[config.mk]
export PLATFORM = sky130hd
export DESIGN_NAME = magnetometer_minmax_calibrator_flat
export DESIGN_NICKNAME = d
export VERILOG_FILES = /design/src/hw/rtl/mmc_pkg.sv /design/src/hw/rtl/mmc_if.sv /design/src/hw/rtl/mmc_divider.sv /design/src/hw/rtl/mmc_seq.sv /design/src/hw/rtl/magnetometer_minmax_calibrator.sv /design/src/flat_wrapper.sv
export VERILOG_INCLUDE_DIRS = /design/src /design/src/hw/rtl
export SDC_FILE = /design/constraint.sdc
export NUM_CORES = 2
export LEC_CHECK = 0
export BUFFER_PORTS_ARGS = -buffer_cell sky130_fd_sc_hd__buf_2
export CAP_MARGIN = 20
export CORE_AREA = 2 2 313 315
export DETAILED_ROUTE_END_ITERATION = 8
export DIE_AREA = 0 0 315 317
export MAX_ROUTING_LAYER = met4
export SLEW_MARGIN = 20
export SYNTH_ARGS = -nofsm -noshare
export SYNTH_HDL_FRONTEND = slang
export SYNTH_HIERARCHICAL = 1
export SYNTH_SLANG_ARGS = --single-unit
[constraint.sdc]
create_clock -name clk -period 26.6 [get_ports clk]
set_input_delay 2.66 -clock clk [delete_from_list [all_inputs] [get_ports clk]]
set_output_delay 2.66 -clock clk [all_outputs]
set_load 0.01 [all_outputs]
[src/hw/rtl/assert_macros.svh]
// Assertion macros for the RTL files of the magnetometer calibrator.
// No dependencies; included by files that carry concurrent checks.
`ifndef ASSERT_MACROS_SVH
`define ASSERT_MACROS_SVH

// Property must hold at every clock edge outside reset.
`define MMC_ASSERT(label, clk, rst_n, prop, msg) \
    label: assert property (@(posedge clk) disable iff (!rst_n) (prop)) else $error(msg);

// Expression must never be true outside reset.
`define MMC_NEVER(label, clk, rst_n, expr, msg) \
    label: assert property (@(posedge clk) disable iff (!rst_n) !(expr)) else $error(msg);

`endif

[src/hw/rtl/mmc_pkg.sv]
// Package for the magnetometer min/max calibrator: widths, codes, types.
// No dependencies; used by the interfaces, the divider, the sequencer and the top level.
package mmc_pkg;

    localparam int SAMPLE_BITS     = 16;
    localparam int SCALE_FRAC_BITS = 12;

    localparam int AXES      = 3;
    localparam int AXIS_W    = $clog2(AXES);
    localparam int SCALE_W   = SCALE_FRAC_BITS + 4;
    localparam int DIFF_W    = SAMPLE_BITS + 1;
    localparam int HALF_W    = SAMPLE_BITS - 1;
    localparam int SUM_W     = HALF_W + 2;
    localparam int DIVIDEND_W = SUM_W + SCALE_FRAC_BITS;
    localparam int DIVISOR_W = HALF_W + 2;
    localparam int QUO_W     = DIVIDEND_W;
    localparam int CNT_W     = $clog2(QUO_W);
    localparam int PROD_W    = DIFF_W + SCALE_W + 1;
    localparam int SHR_W     = PROD_W - SCALE_FRAC_BITS;
    localparam int CMD_W     = 3;
    localparam int STATUS_W  = 2;

    typedef logic signed [SAMPLE_BITS-1:0] sample_t;
    typedef logic signed [DIFF_W-1:0]      diff_t;
    typedef logic        [HALF_W-1:0]      half_t;
    typedef logic        [SUM_W-1:0]       sum_t;
    typedef logic        [SCALE_W-1:0]     scale_t;
    typedef logic signed [SCALE_W:0]       sscale_t;
    typedef logic signed [PROD_W-1:0]      prod_t;
    typedef logic signed [SHR_W-1:0]       shr_t;
    typedef logic        [DIVIDEND_W-1:0]  dividend_t;
    typedef logic        [DIVISOR_W-1:0]   divisor_t;
    typedef logic        [QUO_W-1:0]       quo_t;
    typedef logic        [AXIS_W-1:0]      axis_t;

    localparam axis_t  AXIS_FIRST = '0;
    localparam axis_t  AXIS_LAST  = AXIS_W'(AXES - 1);
    localparam scale_t SCALE_ONE  = scale_t'(1 << SCALE_FRAC_BITS);
    localparam scale_t SCALE_MAX  = '1;
    localparam diff_t  SPAN_MIN   = 2;
    localparam prod_t  ROUND_BIAS = prod_t'((1 << SCALE_FRAC_BITS) - 1);
    localparam shr_t   CLIP_HI    = shr_t'((1 << (SAMPLE_BITS - 1)) - 1);
    localparam shr_t   CLIP_LO    = -CLIP_HI - shr_t'(1);

    typedef enum logic [CMD_W-1:0] {
        CMD_MEASURE   = 3'd0,
        CMD_CAL_FIRST = 3'd1,
        CMD_CAL       = 3'd2,
        CMD_FINISH    = 3'd3,
        CMD_IDENTITY  = 3'd4
    } cmd_e;

    typedef enum logic [STATUS_W-1:0] {
        ST_OK    = 2'd0,
        ST_DEGEN = 2'd1,
        ST_SAT   = 2'd2
    } status_e;

    typedef enum logic [2:0] {
        S_IDLE,
        S_MUL,
        S_CORR,
        S_FIN,
        S_CHECK,
        S_DIV_GO,
        S_DIV_WAIT,
        S_DONE
    } state_e;

    // Events from the datapath into the sequencer.
    typedef struct packed {
        logic                 fire;
        logic [CMD_W-1:0]     cmd;
        logic                 degen;
        logic                 div_done;
        logic                 out_free;
    } seq_evt_t;

    // Strobes from the sequencer into the datapath.
    typedef struct packed {
        logic   in_ready;
        logic   mul_en;
        logic   corr_en;
        logic   fin_load;
        logic   fin_check;
        logic   div_start;
        logic   scale_wr;
        logic   out_load;
        axis_t  axis;
    } seq_ctl_t;

endpackage

[src/hw/rtl/mmc_if.sv]
// Valid/ready channel interfaces for sample beats in and result beats out.
// Depends on mmc_pkg.
interface mmc_in_if;
    import mmc_pkg::*;

    logic             valid;
    logic             ready;
    logic [CMD_W-1:0] command;
    sample_t          raw_x;
    sample_t          raw_y;
    sample_t          raw_z;

    modport source (output valid, command, raw_x, raw_y, raw_z, input ready);
    modport sink   (input valid, command, raw_x, raw_y, raw_z, output ready);
endinterface

interface mmc_out_if;
    import mmc_pkg::*;

    logic                valid;
    logic                ready;
    sample_t             corrected_x;
    sample_t             corrected_y;
    sample_t             corrected_z;
    logic [STATUS_W-1:0] status;

    modport source (output valid, corrected_x, corrected_y, corrected_z, status,
                    input ready);
    modport sink   (input valid, corrected_x, corrected_y, corrected_z, status,
                    output ready);
endinterface

[src/hw/rtl/mmc_divider.sv]
// Restoring divider, one quotient bit per cycle, shared by the three scales.
// Depends on mmc_pkg.
module mmc_divider (
    input  logic               clk,
    input  logic               rst_n,
    input  logic               start,
    input  mmc_pkg::dividend_t dividend,
    input  mmc_pkg::divisor_t  divisor,
    output logic               done,
    output mmc_pkg::quo_t      quotient
);
    import mmc_pkg::*;

    logic                  busy_reg;
    logic                  done_reg;
    logic [CNT_W-1:0]      cnt_reg;
    divisor_t              rem_reg;
    divisor_t              dvs_reg;
    quo_t                  quo_reg;

    logic [DIVISOR_W:0]    rem_shift;
    logic                  fits;
    logic [DIVISOR_W:0]    rem_diff;

    always_comb
    begin
        rem_shift = {rem_reg, quo_reg[QUO_W-1]};
        fits      = rem_shift >= {1'b0, dvs_reg};
        rem_diff  = rem_shift - {1'b0, dvs_reg};
    end

    always_ff @(posedge clk or negedge rst_n)
    begin
        if (!rst_n)
        begin
            busy_reg <= 1'b0;
            done_reg <= 1'b0;
            cnt_reg  <= '0;
        end
        else if (start)
        begin
            busy_reg <= 1'b1;
            done_reg <= 1'b0;
            cnt_reg  <= '0;
        end
        else if (busy_reg)
        begin
            cnt_reg <= cnt_reg + CNT_W'(1);
            if (cnt_reg == CNT_W'(QUO_W - 1))
            begin
                busy_reg <= 1'b0;
                done_reg <= 1'b1;
            end
        end
        else
        begin
            done_reg <= 1'b0;
        end
    end

    always_ff @(posedge clk)
    begin
        if (start)
        begin
            rem_reg <= '0;
            dvs_reg <= divisor;
            quo_reg <= dividend;
        end
        else if (busy_reg)
        begin
            // shift in the next dividend bit, subtract if the divisor fits
            rem_reg <= fits ? rem_diff[DIVISOR_W-1:0] : rem_shift[DIVISOR_W-1:0];
            quo_reg <= {quo_reg[QUO_W-2:0], fits};
        end
    end

    assign done     = done_reg;
    assign quotient = quo_reg;

endmodule

[src/hw/rtl/mmc_seq.sv]
// Sequencer of the calibrator: steps the shared multiplier and divider
// over the three axes. Depends on mmc_pkg.
module mmc_seq (
    input  logic              clk,
    input  logic              rst_n,
    input  mmc_pkg::seq_evt_t evt,
    output mmc_pkg::seq_ctl_t ctl
);
    import mmc_pkg::*;

    state_e state_reg;
    state_e state_next;
    axis_t  axis_reg;
    axis_t  axis_next;

    always_ff @(posedge clk or negedge rst_n)
    begin
        if (!rst_n)
        begin
            state_reg <= S_IDLE;
            axis_reg  <= AXIS_FIRST;
        end
        else
        begin
            state_reg <= state_next;
            axis_reg  <= axis_next;
        end
    end

    always_comb
    begin
        state_next = state_reg;
        axis_next  = axis_reg;
        unique case (state_reg)
            S_IDLE:
            begin
                if (evt.fire)
                begin
                    axis_next = AXIS_FIRST;
                    priority if (evt.cmd <= CMD_CAL)
                        state_next = S_MUL;
                    else if (evt.cmd == CMD_FINISH)
                        state_next = S_FIN;
                    else
                        state_next = S_DONE;
                end
            end
            S_MUL:
            begin
                state_next = S_CORR;
            end
            S_CORR:
            begin
                if (axis_reg == AXIS_LAST)
                    state_next = S_DONE;
                else
                begin
                    axis_next  = axis_reg + AXIS_W'(1);
                    state_next = S_MUL;
                end
            end
            S_FIN:
            begin
                state_next = S_CHECK;
            end
            S_CHECK:
            begin
                state_next = evt.degen ? S_DONE : S_DIV_GO;
            end
            S_DIV_GO:
            begin
                state_next = S_DIV_WAIT;
            end
            S_DIV_WAIT:
            begin
                if (evt.div_done)
                begin
                    if (axis_reg == AXIS_LAST)
                        state_next = S_DONE;
                    else
                    begin
                        axis_next  = axis_reg + AXIS_W'(1);
                        state_next = S_DIV_GO;
                    end
                end
            end
            S_DONE:
            begin
                if (evt.out_free)
                    state_next = S_IDLE;
            end
            default:
            begin
                state_next = S_IDLE;
            end
        endcase
    end

    always_comb
    begin
        ctl           = '0;
        ctl.axis      = axis_reg;
        ctl.in_ready  = (state_reg == S_IDLE);
        ctl.mul_en    = (state_reg == S_MUL);
        ctl.corr_en   = (state_reg == S_CORR);
        ctl.fin_load  = (state_reg == S_FIN);
        ctl.fin_check = (state_reg == S_CHECK);
        ctl.div_start = (state_reg == S_DIV_GO);
        ctl.scale_wr  = (state_reg == S_DIV_WAIT) && evt.div_done;
        ctl.out_load  = (state_reg == S_DONE) && evt.out_free;
    end

endmodule

[src/hw/rtl/magnetometer_minmax_calibrator.sv]
// Magnetometer min/max calibrator: one sample beat in, one result beat out.
// Measure/calibration: each of the 3 axes is multiplied, then corrected, on one
// shared multiplier. Finish: three shared divider passes of 29 quotient bits;
// degenerate range skips them, identity/unused go straight out. No beats overlap.
// A held result stalls the next finished beat until taken, blocking accept.
// rst_n clears control, offsets to zero and scales to one; no clearing pass.
`include "assert_macros.svh"

module magnetometer_minmax_calibrator (
    input  logic             clk,
    input  logic             rst_n,
    mmc_in_if.sink           sample,
    mmc_out_if.source        result
);
    import mmc_pkg::*;

    seq_evt_t  evt;
    seq_ctl_t  ctl;

    sample_t   raw_in [AXES];
    sample_t   raw_reg [AXES];
    sample_t   min_reg [AXES];
    sample_t   max_reg [AXES];
    sample_t   offset_reg [AXES];
    scale_t    scale_reg [AXES];
    half_t     half_reg [AXES];
    sample_t   res_reg [AXES];
    sample_t   out_res_reg [AXES];
    sum_t      sum_reg;
    logic      degen_reg;
    prod_t     prod_reg;
    status_e   status_reg;
    status_e   out_status_reg;
    logic      out_valid_reg;

    diff_t     span [AXES];
    half_t     half_c [AXES];
    sample_t   mid_c [AXES];
    logic      degen_c;
    sum_t      sum_c;

    diff_t     corr_diff;
    sscale_t   corr_scale;
    prod_t     prod_next;
    prod_t     prod_adj;
    shr_t      prod_shr;
    sample_t   clipped;
    logic      clip_hit;

    divisor_t  div_divisor;
    dividend_t div_dividend;
    quo_t      div_quotient;
    logic      div_done;
    scale_t    scale_next;

    logic      fire;
    logic      out_free;

    assign raw_in[0] = sample.raw_x;
    assign raw_in[1] = sample.raw_y;
    assign raw_in[2] = sample.raw_z;

    assign fire     = sample.valid && ctl.in_ready;
    assign out_free = !out_valid_reg || result.ready;

    always_comb
    begin
        evt          = '0;
        evt.fire     = fire;
        evt.cmd      = sample.command;
        evt.degen    = degen_reg;
        evt.div_done = div_done;
        evt.out_free = out_free;
    end

    mmc_seq u_seq (
        .clk   (clk),
        .rst_n (rst_n),
        .evt   (evt),
        .ctl   (ctl)
    );

    // Range, half-range and midpoint of each axis, from the stored extremes.
    always_comb
    begin
        diff_t msum;
        diff_t madj;
        degen_c = 1'b0;
        sum_c   = '0;
        for (int a = 0; a < AXES; a++)
        begin
            span[a]   = diff_t'(max_reg[a]) - diff_t'(min_reg[a]);
            half_c[a] = half_t'(span[a] >>> 1);
            msum      = diff_t'(min_reg[a]) + diff_t'(max_reg[a]);
            madj      = msum + diff_t'(msum[DIFF_W-1]);
            mid_c[a]  = sample_t'(madj >>> 1);
            degen_c   = degen_c || (span[a] < SPAN_MIN);
            sum_c     = sum_c + sum_t'(half_c[a]);
        end
    end

    // Shared multiplier: one axis per pass.
    always_comb
    begin
        corr_diff  = diff_t'(raw_reg[ctl.axis]) - diff_t'(offset_reg[ctl.axis]);
        corr_scale = sscale_t'({1'b0, scale_reg[ctl.axis]});
        prod_next  = prod_t'(corr_diff) * prod_t'(corr_scale);
    end

    // Truncate toward zero, then clip to the sample range.
    always_comb
    begin
        prod_adj = prod_reg + (prod_reg[PROD_W-1] ? ROUND_BIAS : prod_t'(0));
        prod_shr = shr_t'(prod_adj >>> SCALE_FRAC_BITS);
        clip_hit = 1'b1;
        priority if (prod_shr > CLIP_HI)
            clipped = sample_t'(CLIP_HI);
        else if (prod_shr < CLIP_LO)
            clipped = sample_t'(CLIP_LO);
        else
        begin
            clipped  = sample_t'(prod_shr);
            clip_hit = 1'b0;
        end
    end

    // Divisor is three times the half-range of the current axis: half + 2*half.
    always_comb
    begin
        div_divisor  = divisor_t'(half_reg[ctl.axis])
                     + (divisor_t'(half_reg[ctl.axis]) << 1);
        div_dividend = {sum_reg, {SCALE_FRAC_BITS{1'b0}}};
        scale_next   = (|div_quotient[QUO_W-1:SCALE_W]) ? SCALE_MAX
                                                        : div_quotient[SCALE_W-1:0];
    end

    mmc_divider u_div (
        .clk      (clk),
        .rst_n    (rst_n),
        .start    (ctl.div_start),
        .dividend (div_dividend),
        .divisor  (div_divisor),
        .done     (div_done),
        .quotient (div_quotient)
    );

    // Offsets and scales: identity on reset, command or degenerate finish; else midpoints and divided scales.
    always_ff @(posedge clk or negedge rst_n)
    begin
        if (!rst_n)
        begin
            for (int a = 0; a < AXES; a++)
            begin
                offset_reg[a] <= '0;
                scale_reg[a]  <= SCALE_ONE;
            end
        end
        else if (fire && sample.command == CMD_IDENTITY)
        begin
            for (int a = 0; a < AXES; a++)
            begin
                offset_reg[a] <= '0;
                scale_reg[a]  <= SCALE_ONE;
            end
        end
        else if (ctl.fin_check)
        begin
            for (int a = 0; a < AXES; a++)
            begin
                offset_reg[a] <= degen_reg ? sample_t'(0) : mid_c[a];
                scale_reg[a]  <= SCALE_ONE;
            end
        end
        else if (ctl.scale_wr)
        begin
            scale_reg[ctl.axis] <= scale_next;
        end
    end

    // Extremes, the working sample, the finish terms and the product.
    always_ff @(posedge clk)
    begin
        if (fire)
        begin
            for (int a = 0; a < AXES; a++)
            begin
                raw_reg[a] <= raw_in[a];
                if (sample.command == CMD_CAL_FIRST)
                begin
                    min_reg[a] <= raw_in[a];
                    max_reg[a] <= raw_in[a];
                end
                else if (sample.command == CMD_CAL)
                begin
                    if (raw_in[a] < min_reg[a])
                        min_reg[a] <= raw_in[a];
                    if (raw_in[a] > max_reg[a])
                        max_reg[a] <= raw_in[a];
                end
            end
        end
        if (ctl.fin_load)
        begin
            half_reg  <= half_c;
            sum_reg   <= sum_c;
            degen_reg <= degen_c;
        end
        if (ctl.mul_en)
            prod_reg <= prod_next;
    end

    // Working result of the beat in progress.
    always_ff @(posedge clk or negedge rst_n)
    begin
        if (!rst_n)
        begin
            status_reg <= ST_OK;
            for (int a = 0; a < AXES; a++)
                res_reg[a] <= '0;
        end
        else if (fire)
        begin
            status_reg <= ST_OK;
            for (int a = 0; a < AXES; a++)
                res_reg[a] <= '0;
        end
        else if (ctl.corr_en)
        begin
            res_reg[ctl.axis] <= clipped;
            if (clip_hit)
                status_reg <= ST_SAT;
        end
        else if (ctl.fin_check && degen_reg)
        begin
            status_reg <= ST_DEGEN;
        end
    end

    // Output register: hold the finished beat until it is taken.
    always_ff @(posedge clk or negedge rst_n)
    begin
        if (!rst_n)
            out_valid_reg <= 1'b0;
        else if (ctl.out_load)
            out_valid_reg <= 1'b1;
        else if (result.ready)
            out_valid_reg <= 1'b0;
    end

    always_ff @(posedge clk)
    begin
        if (ctl.out_load)
        begin
            out_res_reg    <= res_reg;
            out_status_reg <= status_reg;
        end
    end

    assign sample.ready       = ctl.in_ready;
    assign result.valid       = out_valid_reg;
    assign result.corrected_x = out_res_reg[0];
    assign result.corrected_y = out_res_reg[1];
    assign result.corrected_z = out_res_reg[2];
    assign result.status      = out_status_reg;

    `MMC_ASSERT(a_busy_after_accept, clk, rst_n, fire |=> !sample.ready, "ready after accept")
    `MMC_ASSERT(a_degen_zero, clk, rst_n, (result.valid && result.status == ST_DEGEN) |-> (result.corrected_x == '0 && result.corrected_y == '0 && result.corrected_z == '0), "degenerate result not zero")
    `MMC_NEVER(a_load_over_full, clk, rst_n, ctl.out_load && out_valid_reg && !result.ready, "result overwritten")

endmodule
[src/flat_wrapper.sv]
// flat-port wrapper written by rule: the top's interface ports become plain ports
module magnetometer_minmax_calibrator_flat import mmc_pkg::*;
  (clk, rst_n, sample_valid, sample_command, sample_raw_x, sample_raw_y, sample_raw_z, sample_ready, result_valid, result_corrected_x, result_corrected_y, result_corrected_z, result_status, result_ready);
  mmc_in_if sample_i ();
  mmc_out_if result_i ();
  input  logic clk;
  input  logic rst_n;
  input wire logic [$bits(sample_i.valid)-1:0] sample_valid;
  input wire logic [$bits(sample_i.command)-1:0] sample_command;
  input wire logic [$bits(sample_i.raw_x)-1:0] sample_raw_x;
  input wire logic [$bits(sample_i.raw_y)-1:0] sample_raw_y;
  input wire logic [$bits(sample_i.raw_z)-1:0] sample_raw_z;
  output wire logic [$bits(sample_i.ready)-1:0] sample_ready;
  output wire logic [$bits(result_i.valid)-1:0] result_valid;
  output wire logic [$bits(result_i.corrected_x)-1:0] result_corrected_x;
  output wire logic [$bits(result_i.corrected_y)-1:0] result_corrected_y;
  output wire logic [$bits(result_i.corrected_z)-1:0] result_corrected_z;
  output wire logic [$bits(result_i.status)-1:0] result_status;
  input wire logic [$bits(result_i.ready)-1:0] result_ready;
  assign sample_i.valid = sample_valid;
  assign sample_i.command = sample_command;
  assign sample_i.raw_x = sample_raw_x;
  assign sample_i.raw_y = sample_raw_y;
  assign sample_i.raw_z = sample_raw_z;
  assign sample_ready = sample_i.ready;
  assign result_valid = result_i.valid;
  assign result_corrected_x = result_i.corrected_x;
  assign result_corrected_y = result_i.corrected_y;
  assign result_corrected_z = result_i.corrected_z;
  assign result_status = result_i.status;
  assign result_i.ready = result_ready;
  magnetometer_minmax_calibrator u_core (.clk(clk), .rst_n(rst_n), .sample(sample_i), .result(result_i));
endmodule
==> Flow_metrics.wiki <==
{| class="wikitable"
! Metric !! Value
|-
| Leakage power figure || 20.9 nW
|-
| CP arrival || 10.99 ns
|-
| Hold violation total from the final report || 0
|-
| Filler cell count in the final layout || 9006
|-
| Critical-path top delay cell || sky130_fd_sc_hd__dfrtp_2
|-
| Number of H-tree levels || 2
|-
| Total placed cells including tap cells || 5546
|-
| Root buf cell || sky130_fd_sc_hd__clkbuf_16
|-
| Cell family with most CP delay || adder cells
|-
| Clk pin slew, worst setup/hold paths || 0.06 ns
|-
| Final Worst Setup Slack || 15.99 ns
|-
| Number of warning messages in the yosys log || 6
|-
| Worst hold endpoint || u_core/result.corrected_y[8]$_DFFE_PP_
|-
| Clock tree from TritonCTS || built
|-
| Non-filler instance count after layout || 5656
|-
| Max Slew Vio Count || 0
|-
| Synthesized flop and latch total || 513
|-
| RR Startpoint || u_core/u_seq/axis_reg[0]$_DFFE_PN0P_
|-
| Path depth of the worst reg2reg path || 37
|-
| # diodes || 0
|-
| Slowest Stage Delay on Critical Path || 0.80 ns
|-
| Worst Skew || 0.0713 ns
|-
| Number of I/O port buffers || 106
|-
| Detailed placer's ending HPWL || 85500 microns
|-
| Share of Yosys cell area claimed by the top area cell type || 24.0%
|-
| Hold Path Class || flop to flop
|-
| Post-route setup TNS || 0 ns
|-
| Unrepaired setup endpoints after global routing || false
|-
| Initial antenna violation count || 1
|-
| Die Wd || 315 microns
|-
| Post-synthesis area per instance || 9.92 sq um
|-
| Distinct cell type count of the synthesized netlist || 92
|-
| Total cell area at the placement stage || 0.0442 sq mm
|-
| Setup repair bufs after CTS || 0
|-
| Number of cells produced by synthesis || 4246
|-
| Largest fanout on the critical path || 47
|-
| Number of instances on the worst hold path || 0
|-
| Final Cycle Share || 39.9%
|-
| Reg-to-Reg End || u_core/prod_reg[32]$_DFFE_PP_
|-
| Slack of the worst reg-to-reg path || 15.99 ns
|-
| Peak supply drop || 0.0905 mV
|-
| Max-Cap Viols || 0
|-
| Setup-failing EPs final || 0
|-
| Rows || 114
|-
| Sort of element at the end of the critical path || flop
|-
| Final critical path time including I/O delays and setup || 10.61 ns
|-
| Async set-or-reset flop fraction in the synthesized netlist || 31.0%
|-
| Weighted congestion reported at the end of routability-driven placement || 0.951
|-
| Total number of nets in the final design || 5087
|-
| Routed vias/inst || 5.38
|-
| Final routed wirelength across all metal layers || 108000 microns
|-
| Worst slack at placement || 16.12 ns
|-
| Global-route wire length before repair || 171000 microns
|-
| Critical path data required time || 26.98 ns
|-
| Leading area contributor after synthesis || sky130_fd_sc_hd__edfxtp_1
|-
| CTS buffer count || 58
|-
| Status || finished, final reports clean
|-
| I/O pins || 107
|-
| Gr ovfl total || 0
|-
| Number of detailed-route iterations in the first pass || 8
|-
| Total buffers and inverters traversed by the critical path || 5
|-
| Crit path launch || u_core/u_seq/axis_reg[0]$_DFFE_PN0P_
|-
| Routed wirelength normalized by instance count || 19.1 microns
|-
| Register area share after synthesis || 34.3%
|-
| Die outline height || 317 microns
|-
| GR Util All Layers || 22.6%
|-
| Ratio of cells with drive above 1 in the final layout || 7.79%
|-
| Number of sinks handled by clock tree synthesis || 513
|-
| Worst-skew pair later-pin latency || 0.70 ns
|-
| Layout-stage area growth over the synthesis result || 9.88%
|-
| Largest net degree at the start of global routing || 64
|-
| Final design instance area without fill || 0.0463 sq mm
|-
| EDFF count, synth || 337
|-
| Post-CTS Resized || 0
|-
| Area of the placeable core || 0.0963 sq mm
|-
| DRC violation total after the first TritonRoute iteration || 2217
|-
| Via count of the first global-routing pass || 30300
|-
| Worst-Margin Slew || 1.13 ns
|-
| Number of design rule violations left after detail routing || 0
|-
| Floorplan die area || 0.0999 sq mm
|-
| Dominant synthesized flop cell || sky130_fd_sc_hd__edfxtp_1
|-
| Post-synthesis instance area || 0.0421 sq mm
|-
| Worst Setup Path Type || flop to flop
|-
| Starting density of the core || 43.7%
|-
| Setup crit start kind || flop
|-
| Maximum number of buffers from clock root to sink || 3
|-
| Total vias in the final route || 30400
|-
| Power density over the cells || 101 mW/mm^2
|-
| Cell types occupying the most area after synthesis || sky130_fd_sc_hd__edfxtp_1 (24%), sky130_fd_sc_hd__fa_1 (14%), sky130_fd_sc_hd__ha_1 (12%), sky130_fd_sc_hd__dfrtp_1 (9.3%), sky130_fd_sc_hd__inv_1 (5.1%)
|-
| Final ANT Viol Nets || 0
|-
| F_max || 94.2 MHz
|-
| Hold_sp || u_core/res_reg[24]$_DFFE_PN0P_
|-
| Total Power || 4.65 mW
|-
| Max transition margin || 24.6%
|-
| Most prevalent standard cell on the critical path || sky130_fd_sc_hd__fa_1
|-
| Total of hold buffers inserted after clock tree synthesis || 0
|}
## layer usage
metal	up-vias	track usage, %	wire (microns)
li1	14700	-	-
met1	14800	29.2	48500
met2	687	37.2	51500
met3	175	2.48	4470
met4	0	7.18	3630
met5	-	-	0
## worst max-delay path by stage
stage | end | slack [ns] | cells after the start
after floorplan | u_core/prod_reg[33]$_DFFE_PP_ | 16.58 | 35
after CTS | u_core/prod_reg[32]$_DFFE_PP_ | 15.98 | 37
final | u_core/prod_reg[32]$_DFFE_PP_ | 15.99 | 37
after global placement | u_core/prod_reg[32]$_DFFE_PP_ | 16.23 | 37
after detailed placement | u_core/prod_reg[32]$_DFFE_PP_ | 16.12 | 37
after global routing | u_core/prod_reg[32]$_DFFE_PP_ | 15.04 | 33
## layout by cell type, fill, tap and decap left out, types with 18 or more instances in the layout
| master | Yosys | routed |
|---|---|---|
| sky130_fd_sc_hd__a211oi_1 | 65 | 65 |
| sky130_fd_sc_hd__a21o_1 | 104 | 104 |
| sky130_fd_sc_hd__a21oi_1 | 181 | 181 |
| sky130_fd_sc_hd__a22oi_1 | 48 | 48 |
| sky130_fd_sc_hd__a31oi_1 | 49 | 48 |
| sky130_fd_sc_hd__and3_1 | 19 | 18 |
| sky130_fd_sc_hd__buf_2 | 2 | 105 |
| sky130_fd_sc_hd__buf_4 | 2 | 54 |
| sky130_fd_sc_hd__clkbuf_16 | 0 | 62 |
| sky130_fd_sc_hd__dfrtp_1 | 156 | 154 |
| sky130_fd_sc_hd__edfxtp_1 | 337 | 337 |
| sky130_fd_sc_hd__fa_1 | 300 | 300 |
| sky130_fd_sc_hd__ha_1 | 402 | 402 |
| sky130_fd_sc_hd__inv_1 | 572 | 572 |
| sky130_fd_sc_hd__mux2_2 | 29 | 29 |
| sky130_fd_sc_hd__mux2i_1 | 72 | 72 |
| sky130_fd_sc_hd__nand2_1 | 348 | 348 |
| sky130_fd_sc_hd__nand2b_1 | 52 | 52 |
| sky130_fd_sc_hd__nand3_1 | 45 | 45 |
| sky130_fd_sc_hd__nand4_1 | 29 | 29 |
| sky130_fd_sc_hd__nor2_1 | 402 | 400 |
| sky130_fd_sc_hd__nor2b_1 | 40 | 39 |
| sky130_fd_sc_hd__nor3_1 | 73 | 73 |
| sky130_fd_sc_hd__o21a_1 | 28 | 28 |
| sky130_fd_sc_hd__o21ai_0 | 163 | 162 |
| sky130_fd_sc_hd__o21bai_1 | 26 | 26 |
| sky130_fd_sc_hd__xnor2_1 | 155 | 155 |
| sky130_fd_sc_hd__xor2_1 | 72 | 72 |
## final cells by class
| type | instances | area, sq um | share of cell area, % |
|---|---|---|---|
| Sequential cell | 513 | 14400 | 31.2 |
| Clock buffer | 83 | 1690 | 3.65 |
| Clock inverter | 27 | 364 | 0.787 |
| Inverter | 576 | 2160 | 4.67 |
| Multi-Input combinational cell | 3021 | 25100 | 54.2 |
| Timing Repair Buffer | 160 | 942 | 2.04 |
| Tap cell | 1276 | 1600 | 3.45 |
## synth_stat cells, drive strengths merged (13+ instances only)
cell	instances
o21bai	26
xor2	72
dfxtp	17
or4	13
clkbuf	126
fa	300
and2	18
and3	20
nand2	348
inv	574
xnor2	156
o21a	28
buf	21
mux2i	72
nor3b	21
nor2b	40
o21ai	167
nand4	29
or3	15
nand2b	52
a211o	15
edfxtp	337
a21boi	14
nor3	74
a21o	104
a31oi	49
nor2	402
a21oi	182
nor4	14
a22oi	48
dfrtp	156
ha	402
nand3b	14
a211oi	68
o31ai	16
nand3	45
mux2	29
o211ai	16
## metrics by stage
stage	hold slack (ns)	utilization [%]
after floorplan	0.420	-
final	0.448	48.0
after global routing	0.462	48.0
after CTS	0.449	48.0
after detailed placement	0.433	45.9
after global placement	0.438	45.9
## where the power goes
| part | switching (mW) | internal [mW] | total (mW) |
|---|---|---|---|
| combinational | 1.64 | 0.906 | 2.54 |
| sequential | 0.132 | 1.12 | 1.25 |
| clock | 0.347 | 0.504 | 0.851 |
| total | 2.12 | 2.53 | 4.65 |
## logic make-up (layout without fill, tap and decap cells)
kind of cell,Yosys count,in the layout,share of synthesized area [%]
xor gates and xnor gates,228,228,4.76
muxes,101,101,2.49
DFF,513,513,34.3
and+or+nand+nor,1133,1133,12.3
adders and majority gates,702,702,26.2
other,1,12,0.00891
buffers and inverters,723,846,6.49
AOI/OAI and AO/OA,845,845,13.4
Note: power is estimated with default switching activity, not from simulation.
